### src/tile_layer_pixel_fetch_defines.svh
// Assertion macros shared by the tile layer pixel fetch RTL.
// Depends on nothing; users must provide clk and rst_n in scope.
`ifndef TILE_LAYER_PIXEL_FETCH_DEFINES_SVH
`define TILE_LAYER_PIXEL_FETCH_DEFINES_SVH

// Checks a consequent in the same cycle as its antecedent.
`define TLPF_ASSERT_NOW(label, ante, cons, msg) \
  label: assert property (@(posedge clk) disable iff (!rst_n) (ante) |-> (cons)) \
    else $error(msg);

// Checks a consequent in the cycle after its antecedent.
`define TLPF_ASSERT_NEXT(label, ante, cons, msg) \
  label: assert property (@(posedge clk) disable iff (!rst_n) (ante) |=> (cons)) \
    else $error(msg);

`endif

### src/tlpf_pkg.sv
// Package for the tile layer pixel fetch: memory sizes, action codes,
// register offsets and the configuration struct. Depends on nothing.
package tlpf_pkg;

  localparam int VIDEO_WORDS = 262144;
  localparam int COLOR_WORDS = 2048;
  localparam int VRAM_AW     = $clog2(VIDEO_WORDS);
  localparam int VBYTE_AW    = VRAM_AW + 1;
  localparam int CRAM_AW     = $clog2(COLOR_WORDS);

  typedef logic [1:0] action_t;
  localparam action_t ACT_VIDEO_WR = 2'd0;
  localparam action_t ACT_COLOR_WR = 2'd1;
  localparam action_t ACT_RENDER   = 2'd2;

  typedef logic [2:0] reg_idx_t;
  localparam reg_idx_t REG_LAYER_MODE   = 3'd0;
  localparam reg_idx_t REG_PALETTE_BANK = 3'd1;
  localparam reg_idx_t REG_PLANE_A      = 3'd2;
  localparam reg_idx_t REG_PLANE_B      = 3'd3;
  localparam reg_idx_t REG_PLANE_C      = 3'd4;
  localparam reg_idx_t REG_PLANE_D      = 3'd5;
  localparam reg_idx_t REG_SCROLL_X     = 3'd6;
  localparam reg_idx_t REG_SCROLL_Y     = 3'd7;

  typedef struct packed {
    logic [10:0]      layer_mode;
    logic [2:0]       palette_bank;
    logic [3:0][18:0] plane_start;
    logic [15:0]      scroll_x;
    logic [15:0]      scroll_y;
  } cfg_t;

endpackage

### src/tlpf_cfg.sv
// APB-style register file for the tile layer pixel fetch configuration.
// Depends on tlpf_pkg.
module tlpf_cfg (
  input  logic            clk,
  input  logic            rst_n,
  input  logic            psel,
  input  logic            penable,
  input  logic            pwrite,
  input  logic [4:0]      paddr,
  input  logic [31:0]     pwdata,
  output logic [31:0]     prdata,
  output logic            pready,
  output tlpf_pkg::cfg_t  cfg
);

  tlpf_pkg::cfg_t     cfg_r;
  tlpf_pkg::reg_idx_t idx;
  logic               wr;

  assign idx    = paddr[4:2];
  assign wr     = psel && penable && pwrite;
  assign pready = 1'b1;
  assign cfg    = cfg_r;

  always_ff @(posedge clk) begin
    if (!rst_n) begin
      cfg_r <= '0;
    end else if (wr) begin
      case (idx)
        tlpf_pkg::REG_LAYER_MODE:   cfg_r.layer_mode     <= pwdata[10:0];
        tlpf_pkg::REG_PALETTE_BANK: cfg_r.palette_bank   <= pwdata[2:0];
        tlpf_pkg::REG_PLANE_A:      cfg_r.plane_start[0] <= pwdata[18:0];
        tlpf_pkg::REG_PLANE_B:      cfg_r.plane_start[1] <= pwdata[18:0];
        tlpf_pkg::REG_PLANE_C:      cfg_r.plane_start[2] <= pwdata[18:0];
        tlpf_pkg::REG_PLANE_D:      cfg_r.plane_start[3] <= pwdata[18:0];
        tlpf_pkg::REG_SCROLL_X:     cfg_r.scroll_x       <= pwdata[15:0];
        tlpf_pkg::REG_SCROLL_Y:     cfg_r.scroll_y       <= pwdata[15:0];
        default: ;
      endcase
    end
  end

  always_comb begin
    case (idx)
      tlpf_pkg::REG_LAYER_MODE:   prdata = {21'd0, cfg_r.layer_mode};
      tlpf_pkg::REG_PALETTE_BANK: prdata = {29'd0, cfg_r.palette_bank};
      tlpf_pkg::REG_PLANE_A:      prdata = {13'd0, cfg_r.plane_start[0]};
      tlpf_pkg::REG_PLANE_B:      prdata = {13'd0, cfg_r.plane_start[1]};
      tlpf_pkg::REG_PLANE_C:      prdata = {13'd0, cfg_r.plane_start[2]};
      tlpf_pkg::REG_PLANE_D:      prdata = {13'd0, cfg_r.plane_start[3]};
      tlpf_pkg::REG_SCROLL_X:     prdata = {16'd0, cfg_r.scroll_x};
      tlpf_pkg::REG_SCROLL_Y:     prdata = {16'd0, cfg_r.scroll_y};
      default:                    prdata = '0;
    endcase
  end

endmodule

### config.mk
export PLATFORM = sky130hd
export DESIGN_NAME = tlpf_cfg
export DESIGN_NICKNAME = d
export VERILOG_FILES = /design/src/tile_layer_pixel_fetch_defines.svh /design/src/tlpf_pkg.sv /design/src/tlpf_cfg.sv
export SDC_FILE = /design/constraint.sdc
export NUM_CORES = 1
export LEC_CHECK = 0
export CAP_MARGIN = 15
export CORE_MARGIN = 5
export CORE_UTILIZATION = 63
export DETAILED_ROUTE_END_ITERATION = 6
export DONT_BUFFER_PORTS = 1
export GPL_TIMING_DRIVEN = 0
export PLACE_DENSITY = 0.79
export RECOVER_POWER = 25
export SYNTH_ARGS = -nofsm -noshare
export SYNTH_HDL_FRONTEND = slang
export SYNTH_SLANG_ARGS = --single-unit
### constraint.sdc
create_clock -name clk -period 4.4 [get_ports clk]
set_clock_uncertainty 0.2 [all_clocks]
set_input_delay 0 -clock clk [delete_from_list [all_inputs] [get_ports clk]]
set_output_delay 0 -clock clk [all_outputs]
set_load 0.1 [all_outputs]
# After elaboration in Yosys (flattened, before gate mapping)
# Index checks and enable logic that the tools add are counted.
[totals] ff_bits=122 elab_cells=27
[classes] eq_ne=7 n_mux=1 reduce_logical=11
[ops] operator="$pmux 32 s8" n=1
[ops] operator="$reduce_and 2->1" n=8
[ops] operator="$eq 3x3->1 const B" n=4
[ops] operator="$eq 3x2->1 const B" n=2
[ops] operator="$eq 3x1->1 const B" n=1
[ops] operator="$logic_not 3->1" n=1
[ops] operator="$logic_and 1x1->1" n=2

# Longest topological paths before layout
[depth] depth_word=3 depth_mapped=8

# Least setup slack after synthesis
# OpenSTA, ideal clock, no wires.
[synth_path] kind="register -> output" from="register cfg_r, in the netlist cfg[62]" to="output prdata[11]" arrival_ns=3.244 t_required_ns=4.200 slack_ns=0.956 stages_incl_launch_ff=3 path_cell_list="dfxtp_1 > mux2i_1 > o21ai_0"
[synth_via] elab_chain_cells=1
[synth_rtl] element="start, declared" line="tlpf_cfg.sv:16" rtl="tlpf_pkg::cfg_t cfg_r;"
[synth_rtl] element="$pmux 32 s8" line="tlpf_cfg.sv:44" rtl="case (idx)"
[synth_rtl] element="end, declared" line="tlpf_cfg.sv:11" rtl="output logic [31:0] prdata,"
# Every way passes these cells. The select of a mux whose other input is x is not followed.

# Final worst setup path
[layout_path] from="input pwrite" to="register cfg_r, in the netlist cfg[42]"
[layout_via] elab_chain_cells=2
[layout_rtl] element="start, declared" line="tlpf_cfg.sv:8" rtl="input logic pwrite,"
[layout_rtl] element="$logic_and 1x1->1" line="tlpf_cfg.sv:21" rtl="assign wr = psel && penable && pwrite;"
[layout_rtl] element="$reduce_and 2->1 (no source line)"
# Every way passes these cells.
# A chain may end at the register's enable or synchronous reset.

==> impl_metrics.env <==
export IMPL_fp_coreArea_um2=8806
export IMPL_r2r_slack_ps=2270
export IMPL_rows=34
export IMPL_first_iter_violations=564
export IMPL_die_x_um=105.6
export IMPL_syn_inst=678
export IMPL_vias=5595
export IMPL_multi_input_area_um2=3044
export IMPL_p_sw_mw=0.7761
export IMPL_cts_sinks=122
export IMPL_cts_resized=0
export IMPL_cts_buffer_depth=2
export IMPL_fillers=561
export IMPL_hold_class="in2reg"
export IMPL_comb_power_share=0.101
export IMPL_rsz0062_at_grt="no"
export IMPL_grt_overflow=0
export IMPL_clkPwrFrac=0.495
export IMPL_fmax_mhz=286.0
export IMPL_critical_path_max_stage_delay_ps=900
export IMPL_synth_most_common_cell="nand2_1"
export IMPL_grt_pass1_wl_um=31900
export IMPL_ys_top_cells_by_area="dfxtp_1 42%, nand2_1 15%, a21boi_0 11%"
export IMPL_tightest_slew_ps=1228
export IMPL_period_share=0.7947
export IMPL_timing_slew_headroom=0.1816
export IMPL_cp_data_arrival_time_ps=3760
export IMPL_syn_mean_instance_area_um2=8.489
export IMPL_pwr_share_seq=0.404
export IMPL_synth_edf_count=0
export IMPL_p_leak_nw=2.462
export IMPL_end_kind="flop"
export IMPL_insertion_delay_ps=530
export IMPL_finalHoldViolations=0
export IMPL_grt_max_degree=17
export IMPL_worstPathRequired_ps=4670
export IMPL_internal_power_mw=2.146
export IMPL_gp_congestion=0.9058
export IMPL_vdd_drop_max_v=0.0002500
export IMPL_slowest_stage="dlygate4sd3_1"
export IMPL_cts_tree="built"
export IMPL_finalPower_mw=2.922
export IMPL_drc_errors=0
export IMPL_maxCapViolations=0
export IMPL_wirelength_um=20890
export IMPL_die_h_um=105.6
export IMPL_largest_reg_flops=122
export IMPL_crit_path_frequent_cell="dlygate4sd3_1"
export IMPL_port_buffers=0
export IMPL_slew_violations=0
export IMPL_antenna_found_initial=1
export IMPL_htreeDepth=4
export IMPL_grt_pass1_vias=5887
export IMPL_ys_ff_latch=122
export IMPL_finish_utilization=0.8031
export IMPL_yosys_area_top_type="dfxtp_1"
export IMPL_ios=197
export IMPL_globalRouteTotalUtil=0.3708
export IMPL_nets=794
export IMPL_path_cells="dlygate4sd3_1, nand4_4, dlygate4sd3_1, nor3_4, dlygate4sd3_1, buf_2, nand2_1, dlygate4sd3_1, a21boi_1"
export IMPL_cts_clk_slew_worst_paths_ps=60
export IMPL_synth_cell_types=41
export IMPL_crit_type="in2reg"
export IMPL_vias_per_cell=6.409
export IMPL_synth_warnings=0
export IMPL_start_util=0.6536
export IMPL_p_per_area_nw_per_um2=413.2
export IMPL_swShare=0.2656
export IMPL_finalSetupViolations=0
export IMPL_n_antenna_cell=0
export IMPL_finalCriticalPeriod_ps=3497
export IMPL_wire_per_inst_um=23.93
export IMPL_seqCellArea_um2=2442
export IMPL_pre_cts_ws_ps=1744
export IMPL_outcome="complete, no violations"
export IMPL_synth_async_reset_ratio=0
export IMPL_tns_ps=0
export IMPL_antenna_left=0
export IMPL_final_area_um2=7072
export IMPL_crit_fanout=10
export IMPL_setup_ws_ps=903.5
export IMPL_start_kind="input port"
export IMPL_dpl_instance_area_um2=6036
export IMPL_cts_root_buf="clkbuf_8"
export IMPL_synth_ff_type="dfxtp_1"
export IMPL_syn_area_um2=5756
export IMPL_ys_seq_area_frac=0.4243
export IMPL_syn_to_final_growth_pct=22.87
export IMPL_dieArea_um2=11150
export IMPL_first_pass_iters=6
export IMPL_layout_drive_gt1_share=0.1542
export IMPL_cts_buffers=17
export IMPL_hpwlAfterDp_um=13330
export IMPL_synth_top_cells_by_count="228 x nand2_1, 122 x dfxtp_1, 86 x a21boi_0"
export IMPL_yosysTopAreaCellShare=0.4243
[routing by layer]
metal	track usage	wire [um]
met3	0.1614	2958
met1	0.3961	6990
met4	0.2442	1083
met5	0	13
met2	0.5970	9842
[layout make-up]
type,instances,share of cell area
flip-flops and latches,122,0.3454
inverters,8,0.004246
plain buffers,63,0.05042
well taps,108,0.01911
repair buffers,43,0.06334
clock inverters,6,0.01522
clock buffers,26,0.07183
multi-input cells,497,0.4305
[worst max-delay path: cells and delay by family]
kind            cells  cell delay (ps)
buf+inv             5             3240
simple gates        3              410
compound gates      1              120
[repair_timing]
| item | in CTS | in global routing |
|---|---|---|
| hold buffers | 42 | 0 |
| endpoints found under the hold margin | 122 | 0 |
| setup buffers | 0 | 0 |
[kinds of logic (layout without fill, tap and decap cells)]
family | after synthesis | in the layout | synth area share
AO/OA/AOI/OAI | 155 | 155 | 0.1996
buffers and inverters | 71 | 146 | 0.06717
flip-flops | 122 | 122 | 0.4243
multiplexers | 50 | 50 | 0.1015
other | 2 | 14 | 0.001305
AND/OR/NAND/NOR | 278 | 278 | 0.2061
[placed cells by master (no fill, tap or decap), drive strengths merged, types with 2 or more instances in the layout]
cell,count
nand4,2
o22ai,5
mux2,7
a21oi,5
inv,7
mux4,6
o2bb2ai,3
nor3,2
nand2,228
o221ai,2
clkbuf,43
o21ai,7
dfxtp,122
o31ai,2
a31oi,2
buf,47
nor2,22
o22a,4
nor2b,13
a21boi,111
clkinv,3
conb,14
a22oi,3
bufinv,3
nand2b,2
dlygate4sd3,42
mux2i,37
or2,5
a221oi,10
[power groups by stage]
stage	clock (mW)	combinational [mW]	sequential, mW
floorplan	0	0.201	1.20
global placement	0	0.240	1.20
detailed placement	0	0.250	1.20
CTS	1.43	0.288	1.18
global route	1.49	0.304	1.18
finish	1.45	0.296	1.18
[metrics by stage]
stage	hold slack, ps	cells
floorplan	-65.14	690
global placement	-62.56	798
detailed placement	-58.31	799
CTS	11.55	873
global route	44.04	873
finish	48.48	873
[path summary, 6_finish.rpt]
check                from      end  cells past startpoint
setup / recovery   pwrite  cfg[42]                      9
hold / removal       psel  cfg[95]                      5
hold reg to reg   cfg[64]  cfg[64]                      2
setup reg to reg  cfg[13]  cfg[13]                      3
Power figures use the tool's default switching activity.
